### src/hw/rtl/gptc_pkg.sv
// shared types, constants and the arctangent table for the pitch tilt compensation
`default_nettype none
package gptc_pkg;

	localparam int XY_W = 33;
	localparam int Z_W  = 32;
	localparam int ATAN_ENTRIES = 24;

	// register indexes on the config port
	typedef enum logic [0:0] {
		REG_YAW_OFFSET = 1'b0,
		REG_DEAD_ZONE  = 1'b1
	} reg_index_t;

	// cordic start vector x, gain of the infinite product in q2.30
	localparam logic signed [XY_W-1:0] CORDIC_GAIN = 33'sd652032874;

	// angles in centidegrees times 65536
	localparam logic signed [Z_W-1:0] HALF_TURN    = 32'sd1179648000;
	localparam logic signed [Z_W-1:0] QUARTER_TURN = 32'sd589824000;

	typedef struct packed {
		logic signed [XY_W-1:0] x;
		logic signed [XY_W-1:0] y;
		logic signed [Z_W-1:0]  z;
		logic                   neg;
		logic signed [15:0]     pitch;
		logic signed [15:0]     roll;
	} cordic_t;

	// atan(2^-i) in centidegrees times 65536
	function automatic logic signed [Z_W-1:0] atan_q16(input int i);
		logic signed [Z_W-1:0] a;
		case (i)
			0:  a = 32'sd294912000;
			1:  a = 32'sd174096719;
			2:  a = 32'sd91987925;
			3:  a = 32'sd46694507;
			4:  a = 32'sd23437865;
			5:  a = 32'sd11730358;
			6:  a = 32'sd5866610;
			7:  a = 32'sd2933484;
			8:  a = 32'sd1466764;
			9:  a = 32'sd733385;
			10: a = 32'sd366693;
			11: a = 32'sd183346;
			12: a = 32'sd91673;
			13: a = 32'sd45837;
			14: a = 32'sd22918;
			15: a = 32'sd11459;
			16: a = 32'sd5730;
			17: a = 32'sd2865;
			18: a = 32'sd1432;
			19: a = 32'sd716;
			20: a = 32'sd358;
			21: a = 32'sd179;
			22: a = 32'sd90;
			23: a = 32'sd45;
			default: a = '0;
		endcase
		return a;
	endfunction

endpackage
`default_nettype wire

### src/hw/rtl/gptc_post.sv
// back end: q1.15 rounding, weighted sum, scale by 1/72000 and output register
`default_nettype none
module gptc_post (
	input  wire logic              clk,
	input  wire logic              arst_n,
	input  wire logic              up_v,
	output logic                   up_rdy,
	input  wire gptc_pkg::cordic_t up_d,
	output logic                   out_valid,
	input  wire logic              out_stall,
	output logic signed [15:0]     pitch_corr
);

	// floor(m / 1125) = (m * RECIP) >> 36 exactly for m below 2^26
	localparam logic [25:0] RECIP = 26'd61083980;

	logic v_s1, v_s2, v_s3, v_s4, v_s5, v_s6;
	logic rdy1, rdy2, rdy3, rdy4, rdy5, rdy6;

	logic signed [15:0] c_s1, s_s1, pitch_s1, roll_s1;
	logic signed [31:0] pp_s2, pr_s2;
	logic signed [32:0] sum_s3;
	logic [25:0] m_s4;
	logic sgn_s4, sgn_s5;
	logic [51:0] prod_s5;
	logic signed [15:0] res_s6;

	logic signed [15:0] cq, sq;
	logic [32:0] amag;
	logic [15:0] quo;
	logic signed [16:0] sres;

	function automatic logic signed [15:0] to_q15(input logic signed [32:0] v, input logic neg);
		logic signed [17:0] r;
		logic signed [18:0] rn;
		r  = 18'((v + 33'sd16384) >>> 15);
		rn = neg ? -{r[17], r} : {r[17], r};
		if (rn > 19'sd32767) return 16'sd32767;
		else if (rn < -19'sd32768) return -16'sd32768;
		else return rn[15:0];
	endfunction

	assign rdy6 = !v_s6 || !out_stall;
	assign rdy5 = !v_s5 || rdy6;
	assign rdy4 = !v_s4 || rdy5;
	assign rdy3 = !v_s3 || rdy4;
	assign rdy2 = !v_s2 || rdy3;
	assign rdy1 = !v_s1 || rdy2;
	assign up_rdy = rdy1;

	always_comb begin
		cq   = to_q15(up_d.x, up_d.neg);
		sq   = to_q15(up_d.y, up_d.neg);
		amag = sum_s3[32] ? 33'(-sum_s3) : 33'(sum_s3);
		quo  = prod_s5[51:36];
		sres = sgn_s5 ? -$signed({1'b0, quo}) : $signed({1'b0, quo});
	end

	always_ff @(posedge clk or negedge arst_n) begin
		if (!arst_n) begin
			v_s1 <= 1'b0;
			v_s2 <= 1'b0;
			v_s3 <= 1'b0;
			v_s4 <= 1'b0;
			v_s5 <= 1'b0;
			v_s6 <= 1'b0;
		end else begin
			if (rdy1) v_s1 <= up_v;
			if (rdy2) v_s2 <= v_s1;
			if (rdy3) v_s3 <= v_s2;
			if (rdy4) v_s4 <= v_s3;
			if (rdy5) v_s5 <= v_s4;
			if (rdy6) v_s6 <= v_s5;
		end
	end

	always_ff @(posedge clk) begin
		if (rdy1 && up_v) begin
			c_s1     <= cq;
			s_s1     <= sq;
			pitch_s1 <= up_d.pitch;
			roll_s1  <= up_d.roll;
		end
		if (rdy2 && v_s1) begin
			pp_s2 <= pitch_s1 * c_s1;
			pr_s2 <= roll_s1 * s_s1;
		end
		if (rdy3 && v_s2) begin
			sum_s3 <= {pp_s2[31], pp_s2} + {pr_s2[31], pr_s2};
		end
		if (rdy4 && v_s3) begin
			// 72000 = 64 * 1125, the low six bits drop out first
			m_s4   <= amag[31:6];
			sgn_s4 <= sum_s3[32];
		end
		if (rdy5 && v_s4) begin
			prod_s5 <= 52'(m_s4) * 52'(RECIP);
			sgn_s5  <= sgn_s4;
		end
		if (rdy6 && v_s5) begin
			if (sres > 17'sd32767) res_s6 <= 16'sd32767;
			else if (sres < -17'sd32768) res_s6 <= -16'sd32768;
			else res_s6 <= sres[15:0];
		end
	end

	assign out_valid = v_s6;
	assign pitch_corr = res_s6;

endmodule
`default_nettype wire

### config.mk
export PLATFORM = sky130hd
export DESIGN_NAME = gptc_post
export DESIGN_NICKNAME = d
export VERILOG_FILES = /design/src/hw/rtl/gptc_pkg.sv /design/src/hw/rtl/gptc_post.sv
export SDC_FILE = /design/constraint.sdc
export NUM_CORES = 2
export LEC_CHECK = 0
export ABC_AREA = 1
export BUFFER_PORTS_ARGS = -buffer_cell sky130_fd_sc_hd__buf_2
export CORE_ASPECT_RATIO = 1.4
export CORE_MARGIN = 1.5
export CORE_UTILIZATION = 33
export DETAILED_ROUTE_END_ITERATION = 8
export GPL_TIMING_DRIVEN = 0
export SYNTH_ARGS = -nofsm -noshare
export SYNTH_HDL_FRONTEND = slang
export SYNTH_SLANG_ARGS = --single-unit
### constraint.sdc
create_clock -name clk -period 5.5 [get_ports clk]
set_input_delay 0.55 -clock clk [delete_from_list [all_inputs] [get_ports clk]]
set_output_delay 0.55 -clock clk [all_outputs]
set_load 0.1 [all_outputs]
# Yosys cells after proc, flatten, opt, wreduce, memory -nomap -nowiden
# Index checks and enable logic that the tools add are counted.
# totals
input_bits	135
regBits	261
output_inout_bits	18
word_cells	60
# classes
muxes	7
reduce_logical	19
multipliers	3
n_addsub	7
magnitude_cmp	6
# op_table
op	n
adder 33 x 16 -> 33 bit (second input constant)	2
multiplier 16 x 16 -> 32 bit	2
multiplier 26 x 24 -> 50 bit (second input constant)	1
2-to-1 mux 16 bit	3
> comparator 19 x 16 -> 1 bit (second input constant)	2
less-than comparator 19 x 16 -> 1 bit (second input constant)	2
2-to-1 mux 19 bit	2
negation 19 bit	2
adder 32 x 32 -> 33 bit	1
2-to-1 mux 32 bit	1
negation 32 bit	1
> comparator 17 x 16 -> 1 bit (second input constant)	1
less-than comparator 17 x 16 -> 1 bit (second input constant)	1
2-to-1 mux 17 bit	1
negation 16 -> 17 bit	1
logical NOT 1 bit	7
logical AND 1 bit	6
logical OR 1 bit	6

# Depth between registers and ports, before layout
# logic_depth
ltp_word	8
mapped_depth	28
mapped_depth_nobuf	26

# Worst setup path before layout
# No wires, ideal clock.
# synth_timing
path_type	register to register
from	register s_s1[1]
to	register pr_s2[27], data pin
required_time_ps	5241
n_path_buf	2
setup_slack_ps	-393
path_stages_with_launch	26
t_arrival_ps	5634
synth_period_minus_slack_ps	5893
setup_ps	259
path_cell_list	edfxtp_1 clkbuf_1 clkbuf_1 nand2_1 fa_1 inv_1 fa_1 inv_1 fa_1 fa_1 inv_1 fa_1 inv_1 fa_1 inv_1 ha_1 nand2_1 nor2_1 nand3_1 nand3_1 nand2_1 nand2_1 a21boi_0 o21ai_0 a21oi_1 xnor2_1
# synth_between
elab_chain_len	1
# synth_lines
item	line_no	source
from (decl)	gptc_post.sv:20	logic signed [15:0] c_s1, s_s1, pitch_s1, roll_s1;
from (signal assigned)	gptc_post.sv:80	s_s1 <= sq;
multiplier 16 x 16 -> 32 bit	gptc_post.sv:86	pr_s2 <= roll_s1 * s_s1;
to (signal assigned)	gptc_post.sv:86	
to (decl)	gptc_post.sv:21	logic signed [31:0] pp_s2, pr_s2;
# Every way passes these cells.
# A chain may end at the register's enable or synchronous reset.

# Worst setup path in the final report
# layout_timing
from	register m_s4[7]
to	register prod_s5[47], data pin
# layout_between
elab_chain_len	1
# layout_lines
item	line_no	source
from (decl)	gptc_post.sv:23	logic [25:0] m_s4;
from (signal assigned)	gptc_post.sv:93	m_s4 <= amag[31:6];
multiplier 26 x 24 -> 50 bit	gptc_post.sv:97	prod_s5 <= 52'(m_s4) * 52'(RECIP);
to (signal assigned)	gptc_post.sv:97	
to (decl)	gptc_post.sv:25	logic [51:0] prod_s5;
# Every way passes these cells.

==> flow_summary.yaml <==
status:
  run_status: "finished, violations left"
  failed_checks: "negative setup slack"
grt:
  antenna_found_initial: 1
  globalRouteOverflowTotal: 0
  grt_first_pass_wirelength_um: 173300
  number_of_global_route_vias_before_repair: 33670
  grt_start_max_net_pins: 59
  grtUsageTotal_pct: 17.69
detailed_routing:
  detail_route.wl_per_cell_um: 16.70
  route.detailed.vias_per_inst: 4.730
  detail_route.first_pass.iterations: 7
  antenna_violating_nets_post_route: 0
  drc: 0
  totalWireLength_um: 111000
  via_count: 31420
  wl_met1_um: 38680
  top_signal_layer_used: "met5"
  met3WireLength_um: 4565
  detailedRoute.firstIterationViolations: 1375
  met2_routed_length_um: 60050
logic_synthesis:
  synth-edff-count: 221
  synth_most_common_cell: "sky130_fd_sc_hd__inv_1"
  synth_top_cell_area_share_pct: 33.93
  synth_largest_area_cell: "sky130_fd_sc_hd__fa_1"
  synth_common_cells: "sky130_fd_sc_hd__inv_1, sky130_fd_sc_hd__nand2_1, sky130_fd_sc_hd__fa_1"
  synthCells: 4626
  ys_ff_latch: 227
  syn_avg_cell_area_um2: 8.788
  synth_flop_cell: "sky130_fd_sc_hd__edfxtp_1"
  yosys_warnings: 0
  post_synth_instance_area_mm2: 0.04065
  synth_nets: 5900
  synth_async_sr_flop_share_pct: 2.643
  synth.yosys.seq_area_share_pct: 16.69
  synthDistinctLibCells: 50
  post_synth_main_area_contributors: "sky130_fd_sc_hd__fa_1, sky130_fd_sc_hd__edfxtp_1, sky130_fd_sc_hd__ha_1"
clock_tree:
  cts_made_buffers: 26
  cts_root_cell: "sky130_fd_sc_hd__clkbuf_16"
  h-tree-depth: 1
  clock_sink_count: 227
  clk_pin_slew_worst_paths_ps: 60
  cts_tree: "yes"
  worstSkewPairLatency_ps: 620
  clockBufferDepth: 3
timing:
  worst_clock_skew_ps: 34.84
  setup_ws_ps: -475.8
  slew_headroom_pct: 35.56
  post-route-period-util_pct: 108.7
  setup_repair_after_global_routing_missed_its_margin: "true"
  timing.fmax_mhz: 167.3
  setup_viol_count_final: 41
  finalMaxSlewViolations: 0
  worst_slew_pin_slew_ps: 964.4
  post-route-min-period_ps: 5976
  finalHoldViolCount: 0
  setup-tns-final_ps: -9773
floorplan:
  die_boundary_width_um: 299.6
  num_rows: 152
  placeableCoreArea_mm2: 0.1225
  die-height_um: 418.3
  die_area_mm2: 0.1253
  io-pin-count: 153
  start_util_pct: 33.19
critical_path:
  element_type_at_the_critical_path_end: "register"
  crit_path_start_kind: "register"
  setup_cp_type: "reg2reg"
  path_max_fanout: 4
  worst_ep_arrival_time_ps: 6350
  worstPathRequired_ps: 5870
cells_and_area:
  fillerInstances: 11930
  multiInputGateArea_mm2: 0.03137
  drive_above_1_share_pct: 20.75
  instances_no_fill: 6644
  layout.area.seq_mm2: 0.006787
  num-nets-final: 6281
  syn_to_final_growth_pct: 21.93
place:
  place.detailed.instances: 6336
  worst_setup_slack_before_clock_tree_synthesis_ps: -1074
  detailed_place_hpwl_um: 87550
  place_congestion: 0.9019
  port-buffer-count: 90
worst_hold_path:
  worstHoldPathType: "in2reg"
job:
  maxCapViolations: 0
[layout by cell type (no fill, tap or decap), types with 34 or more instances in the layout]
cell,instances
sky130_fd_sc_hd__nand3_1,77
sky130_fd_sc_hd__ha_4,52
sky130_fd_sc_hd__nand2_2,77
sky130_fd_sc_hd__nand2_4,34
sky130_fd_sc_hd__o21ai_0,82
sky130_fd_sc_hd__fa_2,57
sky130_fd_sc_hd__inv_1,1049
sky130_fd_sc_hd__buf_6,69
sky130_fd_sc_hd__a21oi_2,38
sky130_fd_sc_hd__xnor2_1,72
sky130_fd_sc_hd__inv_2,95
sky130_fd_sc_hd__edfxtp_1,221
sky130_fd_sc_hd__xor2_1,112
sky130_fd_sc_hd__nand2_1,898
sky130_fd_sc_hd__buf_4,216
sky130_fd_sc_hd__fa_1,632
sky130_fd_sc_hd__buf_2,94
sky130_fd_sc_hd__nor2_1,171
sky130_fd_sc_hd__clkbuf_16,40
sky130_fd_sc_hd__ha_1,392
sky130_fd_sc_hd__a21oi_1,118
[final timing paths]
check	start	to	slack, ps	cells after the start
max	m_s4[7]$_DFFE_PP_	prod_s5[47]$_DFFE_PP_	-480	23
min	up_d[26]	pitch_s1[10]$_DFFE_PP_	110	1
max reg2reg	m_s4[7]$_DFFE_PP_	prod_s5[47]$_DFFE_PP_	-480	23
min reg2reg	v_s3$_DFFE_PN0P_	v_s4$_DFFE_PN0P_	480	2
max in group asynchronous	arst_n	v_s2$_DFFE_PN0P_	5050	2
min in group asynchronous	arst_n	out_valid$_DFFE_PN0P_	290	2
[metrics by stage]
step | utilization [%] | area (µm²) | hold WS (ps)
5_1_grt | 40.47 | 49570 | 82.41
2_1_floorplan | - | 41000 | 254.4
3_3_place_gp | 35.50 | 43470 | 382.3
3_5_place_dp | 35.56 | 43550 | 387.7
4_1_cts | 39.22 | 48040 | 55.39
6_report | 40.47 | 49570 | 107.8
[cell type report]
cell class	instances	area share (%)
multi-input cells	3126	63.28
flip-flops and latches	227	13.69
inverters	1154	8.789
repair buffers	375	6.025
well taps	1617	4.081
plain buffers	97	2.312
clock buffers	33	1.489
clock inverters	14	0.3306
diodes	1	0.005048
[state kept, by name (all words and copies together), names as in the netlist]
| name | cells |
|---|---|
| c_s1 | 16 |
| m_s4 | 26 |
| out_valid | 1 |
| pitch_corr | 16 |
| pitch_s1 | 16 |
| pp_s2 | 32 |
| pr_s2 | 32 |
| prod_s5 | 16 |
| roll_s1 | 16 |
| s_s1 | 16 |
| sgn_s4 | 1 |
| sgn_s5 | 1 |
| sum_s3 | 33 |
| v_s1 | 1 |
| v_s2 | 1 |
| v_s3 | 1 |
| v_s4 | 1 |
| v_s5 | 1 |
[layer usage]
layer | global-route usage, % | vias up
met5 | 0 | -
met4 | 10.63 | 2
met3 | 1.753 | 362
met2 | 34.14 | 829
met1 | 18.22 | 15450
li1 | - | 14780
[kinds of logic (layout without fill, tap and decap cells)]
logic type	after synthesis	in the layout	share of synthesized area, %
AO/OA/AOI/OAI	369	369	5.038
other	0	1	0
flip-flops	227	227	16.69
AND/OR/NAND/NOR	1424	1424	14.43
buffers and inverters	1273	1673	11.86
XOR/XNOR	194	194	4.198
adder cells (fa/ha/maj)	1139	1139	47.78
[critical path, cell delays in order, from the launching register on]
cell and delay, ps:
sky130_fd_sc_hd__edfxtp_1 460, sky130_fd_sc_hd__buf_4 200, sky130_fd_sc_hd__fa_1 530, sky130_fd_sc_hd__inv_1 60, sky130_fd_sc_hd__fa_2 510, sky130_fd_sc_hd__inv_1 50
sky130_fd_sc_hd__fa_2 520, sky130_fd_sc_hd__fa_1 400, sky130_fd_sc_hd__inv_1 80, sky130_fd_sc_hd__fa_1 410, sky130_fd_sc_hd__inv_1 80, sky130_fd_sc_hd__fa_2 430
sky130_fd_sc_hd__ha_1 340, sky130_fd_sc_hd__ha_4 310, sky130_fd_sc_hd__nand2_1 100, sky130_fd_sc_hd__nor2_1 100, sky130_fd_sc_hd__nand2_1 120, sky130_fd_sc_hd__nor4_4 220
sky130_fd_sc_hd__nand3b_1 180, sky130_fd_sc_hd__nand4_1 200, sky130_fd_sc_hd__a21o_1 200, sky130_fd_sc_hd__nand2_1 90, sky130_fd_sc_hd__nand3_1 70, sky130_fd_sc_hd__nand2_1 50
[what timing repair did]
item | CTS | global route
cloned | 5 | 0
hold endpoints to repair | 6 | 0
pin swaps | 230 | 228
setup buffers | 216 | 76
setup endpoints to repair | 59 | 54
resized for setup | 459 | 336
hold buffers | 1 | 0
Power is left out: the tool's default activity adds up to more than one toggle a clock period on the data nets, which glitch-free logic cannot reach.
