### config.mk
export PLATFORM = sky130hd
export DESIGN_NAME = gptc_cell
export DESIGN_NICKNAME = d
export VERILOG_FILES = /design/src/hw/rtl/gptc_pkg.sv /design/src/hw/rtl/gptc_cell.sv
export SDC_FILE = /design/constraint.sdc
export NUM_CORES = 1
export LEC_CHECK = 0
export BUFFER_PORTS_ARGS = -buffer_cell sky130_fd_sc_hd__buf_2
export CAP_MARGIN = 20
export CORE_UTILIZATION = 49
export DETAILED_ROUTE_END_ITERATION = 6
export GPL_TIMING_DRIVEN = 1
export PLACE_DENSITY_LB_ADDON = 0.25
export RECOVER_POWER = 50
export SLEW_MARGIN = 10
export SYNTH_ARGS = -nofsm -noshare
export SYNTH_HDL_FRONTEND = slang
export SYNTH_SLANG_ARGS = --single-unit
### constraint.sdc
create_clock -name clk -period 4.09 [get_ports clk]
set_input_delay 0.2045 -clock clk [delete_from_list [all_inputs] [get_ports clk]]
set_output_delay 0.2045 -clock clk [all_outputs]
set_load 0.005 [all_outputs]
### src/hw/rtl/gptc_pkg.sv
// shared types, constants and the arctangent table for the pitch tilt compensation
`default_nettype none
package gptc_pkg;

	localparam int XY_W = 33;
	localparam int Z_W  = 32;
	localparam int ATAN_ENTRIES = 24;

	// register indexes on the config port
	typedef enum logic [0:0] {
		REG_YAW_OFFSET = 1'b0,
		REG_DEAD_ZONE  = 1'b1
	} reg_index_t;

	// cordic start vector x, gain of the infinite product in q2.30
	localparam logic signed [XY_W-1:0] CORDIC_GAIN = 33'sd652032874;

	// angles in centidegrees times 65536
	localparam logic signed [Z_W-1:0] HALF_TURN    = 32'sd1179648000;
	localparam logic signed [Z_W-1:0] QUARTER_TURN = 32'sd589824000;

	typedef struct packed {
		logic signed [XY_W-1:0] x;
		logic signed [XY_W-1:0] y;
		logic signed [Z_W-1:0]  z;
		logic                   neg;
		logic signed [15:0]     pitch;
		logic signed [15:0]     roll;
	} cordic_t;

	// atan(2^-i) in centidegrees times 65536
	function automatic logic signed [Z_W-1:0] atan_q16(input int i);
		logic signed [Z_W-1:0] a;
		case (i)
			0:  a = 32'sd294912000;
			1:  a = 32'sd174096719;
			2:  a = 32'sd91987925;
			3:  a = 32'sd46694507;
			4:  a = 32'sd23437865;
			5:  a = 32'sd11730358;
			6:  a = 32'sd5866610;
			7:  a = 32'sd2933484;
			8:  a = 32'sd1466764;
			9:  a = 32'sd733385;
			10: a = 32'sd366693;
			11: a = 32'sd183346;
			12: a = 32'sd91673;
			13: a = 32'sd45837;
			14: a = 32'sd22918;
			15: a = 32'sd11459;
			16: a = 32'sd5730;
			17: a = 32'sd2865;
			18: a = 32'sd1432;
			19: a = 32'sd716;
			20: a = 32'sd358;
			21: a = 32'sd179;
			22: a = 32'sd90;
			23: a = 32'sd45;
			default: a = '0;
		endcase
		return a;
	endfunction

endpackage
`default_nettype wire

### src/hw/rtl/gptc_cell.sv
// one cordic rotation cell of the chain
`default_nettype none
module gptc_cell #(
	parameter int STAGE = 0
) (
	input  wire logic              clk,
	input  wire logic              arst_n,
	input  wire logic              up_v,
	output logic                   up_rdy,
	input  wire gptc_pkg::cordic_t up_d,
	output logic                   dn_v,
	input  wire logic              dn_rdy,
	output gptc_pkg::cordic_t      dn_d
);

	logic v_q;
	gptc_pkg::cordic_t d_q, nx;
	logic signed [gptc_pkg::XY_W-1:0] dx, dy;
	logic signed [gptc_pkg::Z_W-1:0] ang;

	assign up_rdy = !v_q || dn_rdy;

	always_comb begin
		dx  = up_d.y >>> STAGE;
		dy  = up_d.x >>> STAGE;
		ang = gptc_pkg::atan_q16(STAGE);
		nx  = up_d;
		// z >= 0 rotates positive
		if (!up_d.z[gptc_pkg::Z_W-1]) begin
			nx.x = up_d.x - dx;
			nx.y = up_d.y + dy;
			nx.z = up_d.z - ang;
		end else begin
			nx.x = up_d.x + dx;
			nx.y = up_d.y - dy;
			nx.z = up_d.z + ang;
		end
	end

	always_ff @(posedge clk or negedge arst_n) begin
		if (!arst_n) begin
			v_q <= 1'b0;
		end else if (up_rdy) begin
			v_q <= up_v;
		end
	end

	always_ff @(posedge clk) begin
		if (up_rdy && up_v) begin
			d_q <= nx;
		end
	end

	assign dn_v = v_q;
	assign dn_d = d_q;

endmodule
`default_nettype wire

# After elaboration in Yosys (flattened, before gate mapping)
# Index checks and enable logic that the tools add are counted.
totals:
  reg_bits: 132
  in_bits: 135
  out_inout_bits: 133
classes:
  add_sub_neg: 5
  muxes: 1
  n_reduce_logical: 3
ops:
  columns: ["operator", "count"]
  rows:
  - ["$mux 98", 1]
  - ["$sub 33x33->33", 2]
  - ["$add 33x33->33", 1]
  - ["$add 32x30->32 const B", 1]
  - ["$sub 32x30->32 const B", 1]
  - ["$logic_and 1x1->1", 1]
  - ["$logic_not 1->1", 1]
  - ["$logic_or 1x1->1", 1]

# Longest topological paths before layout
# Gate-level depths: netlist of the first run.
logic_depth:
  ltp_word: 3
  ltp_mapped: 12
  ltp_nobuf: 11

# Least setup slack after synthesis of the first run
# Ideal clock, no wire load.
synth_path:
  path_kind: "reg-to-reg"
  from: "register v_q, in the netlist dn_v"
  to: "register d_q, in the netlist dn_d[0] (enable)"
  setup_time_ns: 0.505
  t_arrival_ns: 3.512
  slack_ns: 0.073
  stages_incl_launch_ff: 3
  n_path_buf: 0
  synth_period_minus_slack_ns: 4.017
  path_cell_list: "dfrtp_1 nand2b_1 and2_1"
synth_between:
  elab_chain_cells: 3
synth_lines:
  columns: ["item", "line_no", "text"]
  rows:
  - ["from (decl)", "gptc_cell.sv:16", "logic v_q;"]
  - ["from (signal assigned)", "gptc_cell.sv:44", "v_q <= up_v;"]
  - ["$logic_not 1->1", "gptc_cell.sv:21", "assign up_rdy = !v_q || dn_rdy;"]
  - ["$logic_or 1x1->1", "gptc_cell.sv:21", null]
  - ["via up_rdy", "gptc_cell.sv:9", "output logic up_rdy,"]
  - ["$logic_and 1x1->1", "gptc_cell.sv:49", "if (up_rdy && up_v) begin"]
  - ["to (signal assigned)", "gptc_cell.sv:50", "d_q <= nx;"]
  - ["to (decl)", "gptc_cell.sv:17", "gptc_pkg::cordic_t d_q, nx;"]
# The timed path passes the listed nets, and every way through them passes these cells.
# A chain may end at the register's enable or synchronous reset.

==> results of run 1 <==
metal layers:
layer  wire (µm)  part of all wire  track usage  vias to the layer above
met1       12600              0.39        0.373                     4508
met5           0                 0            0                        -
li1            -                 -            -                     4448
met4        1300             0.041        0.134                        0
met3        2680             0.083       0.0447                      113
met2       15500              0.48        0.506                      573
cells in the final DEF, fill, tap and decap left out, types with 51 or more instances in the layout:
master,netlist,final
edfxtp_1,130,130
clkbuf_1,12,80
nor2_1,78,78
ha_1,108,108
xnor2_1,58,58
inv_1,96,96
dlygate4sd3_1,0,52
a21oi_1,112,112
buf_2,18,185
nand2_1,51,51
final timing paths:
kind / end / slack, ns / cells after the start
max in group asynchronous: dn_v / 3.90 / 2
setup reg to reg: dn_d[94] / 1.98 / 3
min in group clk: dn_d[44] / 0.08 / 1
setup / recovery: dn_d[63] / 1.19 / 8
hold reg to reg: dn_v / 0.54 / 2
hold / removal: dn_v / 0.07 / 2
layout make-up:
| cell class | count | area share |
|---|---|---|
| Sequential cell | 131 | 0.307 |
| Clock buffer | 17 | 0.0332 |
| Tap cell | 270 | 0.0264 |
| Multi-Input combinational cell | 784 | 0.448 |
| Timing Repair Buffer | 326 | 0.141 |
| Inverter | 100 | 0.0293 |
| Clock inverter | 15 | 0.0144 |
metrics by stage:
| step | worst slack [ns] | util | cell area (µm²) | std cells |
|---|---|---|---|---|
| after global routing | 0.990 | 0.628 | 12800 | 1643 |
| final | 1.19 | 0.628 | 12800 | 1643 |
| after CTS | 1.42 | 0.633 | 12900 | 1643 |
| after floorplan | 0.0728 | - | 10300 | 1059 |
| after global placement | 0.979 | 0.578 | 11800 | 1559 |
| after detailed placement | 0.974 | 0.578 | 11800 | 1559 |
state kept, by name, summed over array words and instances, names as in the netlist:
signal  flops
dn_v        1
dn_d      130
cell families after synthesis:
| logic type | Yosys count | share of synthesized area |
|---|---|---|
| xor+xnor | 73 | 0.0623 |
| flops | 131 | 0.383 |
| simple gates | 256 | 0.128 |
| buf+inv | 144 | 0.0582 |
| mux | 11 | 0.0107 |
| compound gates | 332 | 0.219 |
| fa+ha+maj | 112 | 0.139 |
what timing repair did:
item,4_1_cts,5_1_grt
hold endpoints to repair,52,0
resized for setup,0,0
hold buffers,52,0
power by group through the flow:
| stage | sequential, µW | combinational (µW) | clock, µW |
|---|---|---|---|
| 2_1_floorplan | 1740 | 804 | 0 |
| 3_3_place_gp | 1720 | 1240 | 0 |
| 3_5_place_dp | 1720 | 1260 | 0 |
| 4_1_cts | 1690 | 1310 | 1600 |
| 5_1_grt | 1710 | 1430 | 1660 |
| 6_report | 1700 | 1330 | 1590 |
worst max-delay path, delay by kind of cell:
kind	cells	cell delay, ns
buffers and inverters	2	1.49
adders and majority gates	1	0.49
xor gates and xnor gates	1	0.09
AOI/OAI and AO/OA	4	0.79
==> reports/metrics.yaml, run 1 <==
grt:
  overflow: 0
  grt_max_degree: 82
  track_usage: 0.297
  antenna_found_initial: 0
  grt_pass1_vias: 9353
  grt_pass1_wl_um: 49700
floorplan:
  die_h_um: 147
  core_area_mm2: 0.0204
  initial_core_util: 0.504
  fp-row-count: 52
  io_pins: 268
  die_area_mm2: 0.0215
  die_w_um: 147
sta:
  setup_viol: 0
  setup_tns_ns: 0
  rsz0062_at_grt: "no"
  finalHoldViolations: 0
  drv_slew: 82
  post-route-min-period_ns: 2.90
  slew_headroom: -0.233
  max_freq_mhz: 345
  tightest_slew_ns: 1.85
  holdWs_ns: 0.0743
  finalCritPeriodShare: 0.709
  finClkSkew_ns: 0.00877
pwr:
  power.switching_uw: 1540
  pwr-share-clk: 0.344
  p_int_uw: 3070
  irDropWorstVdd_mv: 0.266
  pwr_density_cell_mw_per_mm2: 360
  swShare: 0.335
  p_seq_frac: 0.368
  p_leak_uw: 0.00553
  combPwrFrac: 0.288
  total_power_uw: 4610
critical_path:
  end_kind: "flip-flop"
  crit_chain: "clkbuf_1, clkbuf_2, ha_1, a21o_1, a21oi_1, o21ai_0, a21oi_1, xnor2_1"
  r2r_start: "dn_v"
  cp.arrival_ns: 3.08
  crit_type: "input pin to flip-flop"
  slowest_delay_ns: 1.34
  path_max_fanout: 81
  start_kind: "input pin"
  cp-startpoint: "up_d[64]"
  cpMostUsedCell: "a21oi_1"
  slowest_stage: "clkbuf_2"
  required_ns: 4.27
finish:
  nFillCells: 1753
  regArea_mm2: 0.00393
  multi_input_area_mm2: 0.00574
  synthToLayoutAreaGrowth_pct: 24.7
  fin_nets: 1607
  n_antenna_cell: 0
  drive_gt1_frac: 0.196
placed_design:
  dp_hpwl_um: 23500
  port_buffers: 267
  place.gp.congestion: 0.983
synth:
  yosysWarningCount: 0
  synth_most_common_cell: "edfxtp_1"
  synthesis.area_mm2: 0.0103
  ys_async_sr_fraction: 0.00763
  synth_common_cells: "130 x edfxtp_1, 112 x a21oi_1, 108 x ha_1"
  syn-instance-count: 1059
  seq_area_frac_synth: 0.383
  synthFlopType: "edfxtp_1"
  synth.distinct_cells: 89
  yosysTopAreaCellShare: 0.380
  synth_top_area_cell: "edfxtp_1"
  syn-num-nets: 1306
  syn_avg_cell_area_um2: 9.69
  synth_edf_count: 130
  synth.area.top_cells: "edfxtp_1 38%, ha_1 13%, a21oi_1 5.5%"
  ys_ff_latch: 131
route:
  vias: 9642
  wire_per_inst_um: 19.5
  avgViaCountPerCell: 5.87
  ant_nets: 0
  route.detailed.drc: 0
  first_pass_iters: 6
  drt_iter0_markers: 1014
  routed_wirelength_um: 32100
min_path:
  hp-class: "input pin to asynchronous set/reset pin"
cts:
  cts_buffers: 17
  cts_tree: "done"
  htree_levels: 4
  post_cts_buffers: 0
  root_buffer: "clkbuf_16"
  clock-sinks: 131
  cts_buffer_depth: 2
  insertion_delay_ns: 0.43
  clk_pin_slew_ns: 0.06
run:
  maxCapViolCount: 1
run_status:
  violations: "capacitance limit, slew limit"
  status: "finished, violations left"
Note: power is estimated with default switching activity, not from simulation.
==> inputs of run 2 (changes only) <==
ABC_AREA = 1   (was not set)
CORE_UTILIZATION = 56   (was 49)
clock period = 2.7 ns   (was 4.09 ns; I/O delays follow)
==> run 2 against run 1 <==
The run now ends clean. Sequential cell count stayed put. Synthesized cell count up 73%. Clock power increased by 51%. Largest power group unchanged. Combinational power grew 77%. Clock skew up 0.0054 ns. Global-route usage increased by 7.4 points. Critical path depth grew 3. Routed wire length grew 31%. Register-to-register slack got worse by 0.92 ns.
==> reports/metrics.yaml, run 2 <==
grt:
  track_usage: 0.371
  overflow: 0
  grt_max_degree: 131
  grt_pass1_vias: 12000
  grt_pass1_wl_um: 62600
  antenna_found_initial: 4
placed_design:
  place.gp.congestion: 0.978
  pre_cts_ws_ns: 0.274
  port_buffers: 267
  dp_hpwl_um: 32500
floorplan:
  initial_core_util: 0.575
  io_pins: 268
  die_area_mm2: 0.0224
  die_h_um: 150
  fp-row-count: 53
  core_area_mm2: 0.0212
  die_w_um: 150
cts:
  cts_buffers: 17
  clk_pin_slew_ns: 0.07
  post_cts_buffers: 0
  htree_levels: 4
  cts.hold.buffers_added: 53
  cts_tree: "done"
  clock-sinks: 131
  insertion_delay_ns: 0.43
  cts_buffer_depth: 2
  cts.repair.resized: 0
  root_buffer: "clkbuf_16"
sta:
  rsz0062_at_grt: "no"
  post-route-min-period_ns: 2.24
  drv_slew: 0
  tightest_slew_ns: 1.01
  finalCritPeriodShare: 0.831
  holdWs_ns: 0.0172
  slew_headroom: 0.326
  setup_tns_ns: 0
  setup_ws_ns: 0.456
  finalHoldViolations: 0
  finClkSkew_ns: 0.0141
  max_freq_mhz: 446
  setup_viol: 0
synth:
  ys_ff_latch: 131
  syn-num-nets: 2075
  ys_async_sr_fraction: 0.00763
  synth_edf_count: 130
  syn-instance-count: 1828
  synth.distinct_cells: 38
  synthFlopType: "edfxtp_1"
  yosysWarningCount: 0
  seq_area_frac_synth: 0.322
  synth_common_cells: "668 x nand2_1, 355 x inv_1, 167 x nand3_1"
  synthesis.area_mm2: 0.0122
  synth_most_common_cell: "nand2_1"
  yosysTopAreaCellShare: 0.320
  synth_top_area_cell: "edfxtp_1"
  synth.area.top_cells: "edfxtp_1 32%, nand2_1 21%, ha_1 11%"
  syn_avg_cell_area_um2: 6.68
critical_path:
  reg2reg_slack_ns: 1.06
  slowest_stage: "a31oi_1"
  path_buf_inv: 2
  cp.arrival_ns: 2.43
  path_max_fanout: 8
  crit_family: "compound AO/OA/AOI/OAI gates"
  crit_type: "input pin to flip-flop"
  required_ns: 2.89
  slowest_delay_ns: 0.39
  end_kind: "flip-flop"
  crit_chain: "clkbuf_1, inv_1, ha_1, a21oi_1, nand2_1, a31oi_1, o21ai_0, nand2_1, nand2_1, nand2_1, nand2_1"
  start_kind: "input pin"
  cpMostUsedCell: "nand2_1"
run_status:
  status: "finished clean"
run:
  maxCapViolCount: 0
min_path:
  hp-class: "input pin to asynchronous set/reset pin"
finish:
  mostFrequentLayoutCell: "nand2_1"
  synthToLayoutAreaGrowth_pct: 20.4
  drive_gt1_frac: 0.107
  fin_nets: 2378
  final_cell_mix: "668 x nand2_1, 356 x inv_1, 167 x nand3_1"
  largest_reg_flops: 130
  fin_util: 0.693
pwr:
  pwr-share-clk: 0.329
  irDropWorstVdd_mv: 0.409
  combPwrFrac: 0.322
  swShare: 0.364
  p_int_uw: 4640
  pwr_density_cell_mw_per_mm2: 496
  power.switching_uw: 2650
  p_seq_frac: 0.349
  p_leak_uw: 0.00791
route:
  ant_nets: 0
  first_pass_iters: 6
  vias: 13100
  avgViaCountPerCell: 5.43
  routed_wirelength_um: 42000
  wire_per_inst_um: 17.3
  drt_iter0_markers: 1316
  route.detailed.drc: 0
==> run 2: cell types whose count changed in the layout (fill, tap and decap cells not counted), moves of 14 or more <==
cell and delta:
a21o_1 -25, a21oi_1 -31, nand2b_1 -18, nor2b_1 -15, nand2_1 +617, xor2_1 +17, buf_2 -22, xnor2_1 -56
nand3_1 +155, nor3_1 -14, inv_1 +260, nor2_1 +31, clkbuf_1 +22
==> run 2: cell families (layout without fill, tap and decap cells) <==
family	after synthesis	after routing	share of synthesized area
compound gates	155	155	0.0695
xor+xnor	34	34	0.0244
fa+ha+maj	112	112	0.117
buf+inv	403	719	0.133
flops	131	131	0.322
other cells	0	4	0
simple gates	993	993	0.334
==> run 2: worst paths after layout <==
kind / startpoint / end / cells past startpoint
worst min register to register: dn_v / dn_v / 2
max in group asynchronous: arst_n / dn_v / 2
min in group clk: dn_rdy / dn_v / 4
worst max-delay path: up_d[64] / dn_d[62] / 11
worst min-delay path: arst_n / dn_v / 2
worst max register to register: dn_v / dn_d[56] / 2
==> run 2: per-layer routing <==
layer	track usage	share of wire	routed length [µm]	vias to the layer above
li1	-	-	-	6313
met5	0	0	0	-
met4	0.135	0.033	1370	0
met2	0.598	0.44	18700	792
met1	0.507	0.42	17500	5944
met3	0.0506	0.11	4450	100
==> run 2: cell type report <==
class	count	area, µm²
sequential	131	3930
tap	275	344
antenna	4	10.0
clock buffer	17	425
multi-input combinational	1294	6660
clock inverter	15	170
fill	1915	6520
timing repair buffer	328	1810
inverter	359	1350
==> run 2: worst register-to-register path: cells and delay by family, from the launching register on <==
kind | cells | cell delay [ns]
AO/OA/AOI/OAI | 1 | 0.19
buffers and inverters | 1 | 0.53
flip-flops | 1 | 0.43
==> run 2: power by group through the flow <==
| stage | logic, µW | registers [µW] | clock network (µW) |
|---|---|---|---|
| after floorplan | 1410 | 2590 | 0 |
| after global placement | 2170 | 2570 | 0 |
| after detailed placement | 2210 | 2580 | 0 |
| after CTS | 2290 | 2530 | 2360 |
| after global routing | 2580 | 2560 | 2460 |
| final | 2350 | 2550 | 2400 |
==> run 2: per-stage QoR <==
stage	std cells	instance area, µm²	total power, µW
6_report	2423	14700	7290
5_1_grt	2423	14700	7590
4_1_cts	2419	14800	7190
3_5_place_dp	2334	13700	4790
3_3_place_gp	2334	13700	4740
2_1_floorplan	1828	12200	4010
==> inputs of run 3 (changes only) <==
ABC_AREA = 0   (was 1)
CORE_UTILIZATION = 49   (was 56)
clock period = 2.05 ns   (was 2.7 ns; I/O delays follow)
==> run 3 against run 2 <==
The run now ends with setup timing left. Sequential share of layout area shrank 2.3 points. Combinational power up 63%. Count of clock-buffer cells in the layout stayed put. Largest power group is now combinational cells. Highest routed layer unchanged.
==> reports/metrics.yaml, run 3 (synthesized netlist as in run 1, its figures left out) <==
pwr:
  pwr-share-clk: 0.318
  irDropWorstVdd_mv: 0.644
  combPwrFrac: 0.361
  pwr_density_cell_mw_per_mm2: 657
  p_int_uw: 7190
  p_leak_uw: 0.00710
  swShare: 0.320
  total_power_uw: 10600
  power.switching_uw: 3390
  p_seq_frac: 0.321
min_path:
  hp-class: "input pin to asynchronous set/reset pin"
floorplan:
  die_area_mm2: 0.0215
  fp-row-count: 52
  die_w_um: 147
  initial_core_util: 0.504
  io_pins: 268
  core_area_mm2: 0.0204
  die_h_um: 147
cts:
  cts_buffers: 17
  root_buffer: "clkbuf_16"
  htree_levels: 4
  cts_tree: "done"
  insertion_delay_ns: 0.43
  clk_pin_slew_ns: 0.06
  clock-sinks: 131
  cts_buffer_depth: 2
critical_path:
  start_kind: "input pin"
  reg2reg_slack_ns: 0.48
  crit_family: "compound AO/OA/AOI/OAI gates"
  end_kind: "flip-flop"
  path_max_fanout: 4
  cp.arrival_ns: 2.36
  crit_chain: "buf_8, inv_4, ha_4, buf_6, a21o_1, a21oi_2, nor2b_1, a311o_1, a211o_1, a211oi_2, a311oi_2, xnor2_1"
  required_ns: 2.23
  slowest_delay_ns: 0.42
  slowest_stage: "a311o_1"
  path_buf_inv: 3
  crit_type: "input pin to flip-flop"
route:
  route.detailed.drc: 0
  vias: 10800
  first_pass_iters: 5
  ant_nets: 0
  avgViaCountPerCell: 5.62
  wire_per_inst_um: 20.2
  drt_iter0_markers: 802
  routed_wirelength_um: 39000
sta:
  max_freq_mhz: 458
  post-route-min-period_ns: 2.19
  slew_headroom: 0.430
  setup_ws_ns: -0.136
  tightest_slew_ns: 0.855
  finalHoldViolations: 0
  setup_tns_ns: -1.04
  setup_viol: 17
  drv_slew: 0
  finClkSkew_ns: 0.0120
  finalCritPeriodShare: 1.07
  rsz0062_at_grt: "yes"
run_status:
  status: "finished, violations left"
  violations: "setup timing"
grt:
  antenna_found_initial: 0
  track_usage: 0.349
  overflow: 0
  grt_pass1_vias: 10800
  grt_pass1_wl_um: 57900
  grt_max_degree: 47
placed_design:
  dp_hpwl_um: 27700
  port_buffers: 267
  place.gp.congestion: 0.948
run:
  maxCapViolCount: 0
finish:
  mostFrequentLayoutCell: "buf_4"
  largest_reg_flops: 130
  final_cell_mix: "273 x buf_4, 174 x buf_2, 130 x edfxtp_1"
  synthToLayoutAreaGrowth_pct: 57.0
  n_antenna_cell: 0
  drive_gt1_frac: 0.420
  fin_nets: 1893
==> run 3: cell count changes in the layout (fill, tap and decap cells not counted), moves of 17 or more <==
cell / change
a21o_1: +25
a21oi_2: +28
buf_4: +267
clkbuf_1: -20
ha_1: -29
ha_4: +18
inv_1: -271
nand2_1: -620
nand3_1: -157
nor2_1: -38
xnor2_1: +53
xor2_1: -17
==> run 3: metal layers <==
metal,wire (µm),vias to the layer above,global-route usage
li1,-,5027,-
met1,15300,5155,0.417
met2,19800,546,0.628
met3,2340,108,0.0516
met4,1550,0,0.139
met5,0,-,0
==> run 3: power by group through the flow <==
| stage | clock network, µW | registers [µW] | logic (µW) |
|---|---|---|---|
| after floorplan | 0 | 3460 | 1720 |
| final | 3360 | 3390 | 3820 |
| after global placement | 0 | 3430 | 3210 |
| after detailed placement | 0 | 3430 | 3260 |
| after global routing | 3460 | 3410 | 4060 |
| after CTS | 3350 | 3380 | 3540 |
==> run 3: path summary, 6_finish.rpt <==
kind,from,endpoint,cells past startpoint
setup / recovery,up_d[72],dn_d[128],12
hold / removal,arst_n,dn_v,2
setup reg to reg,dn_v,dn_d[23],3
hold reg to reg,dn_v,dn_v,2
max in group asynchronous,arst_n,dn_v,2
min in group clk,dn_rdy,dn_v,3
==> run 3: through the flow <==
step | setup WS [ns] | cell area [µm²] | utilization | std cells | hold WS (ns)
2_1_floorplan | -0.132 | 10600 | - | 1059 | -0.193
3_3_place_gp | -0.659 | 14000 | 0.690 | 1818 | -0.123
3_5_place_dp | -0.620 | 14000 | 0.690 | 1818 | -0.115
4_1_cts | -0.0256 | 15700 | 0.769 | 1914 | 0.00837
5_1_grt | -0.178 | 16100 | 0.791 | 1928 | 0.000843
6_report | -0.136 | 16100 | 0.791 | 1928 | 0.00905
==> run 3: worst reg2reg max path: stages, from the launching register on <==
cell and delay [ns]:
dfrtp_1 0.40, nand2b_1 0.15, and2_4 0.38, buf_4 0.33
==> run 3: layout make-up <==
type	count	area [µm²]
clock buffers	17	425
clock inverters	14	200
fillers	1376	4260
inverters	100	395
multi-input cells	784	6660
flip-flops and latches	131	3930
well taps	270	338
repair buffers	612	4160
==> run 3: repair_timing <==
item / in CTS / in global routing
resized for setup: 73 / 107
endpoints found under the setup margin: 37 / 41
pin swaps: 31 / 60
hold buffers: 54 / 0
buffers inserted: 11 / 15
cloned: 0 / 0
endpoints found under the hold margin: 54 / 0
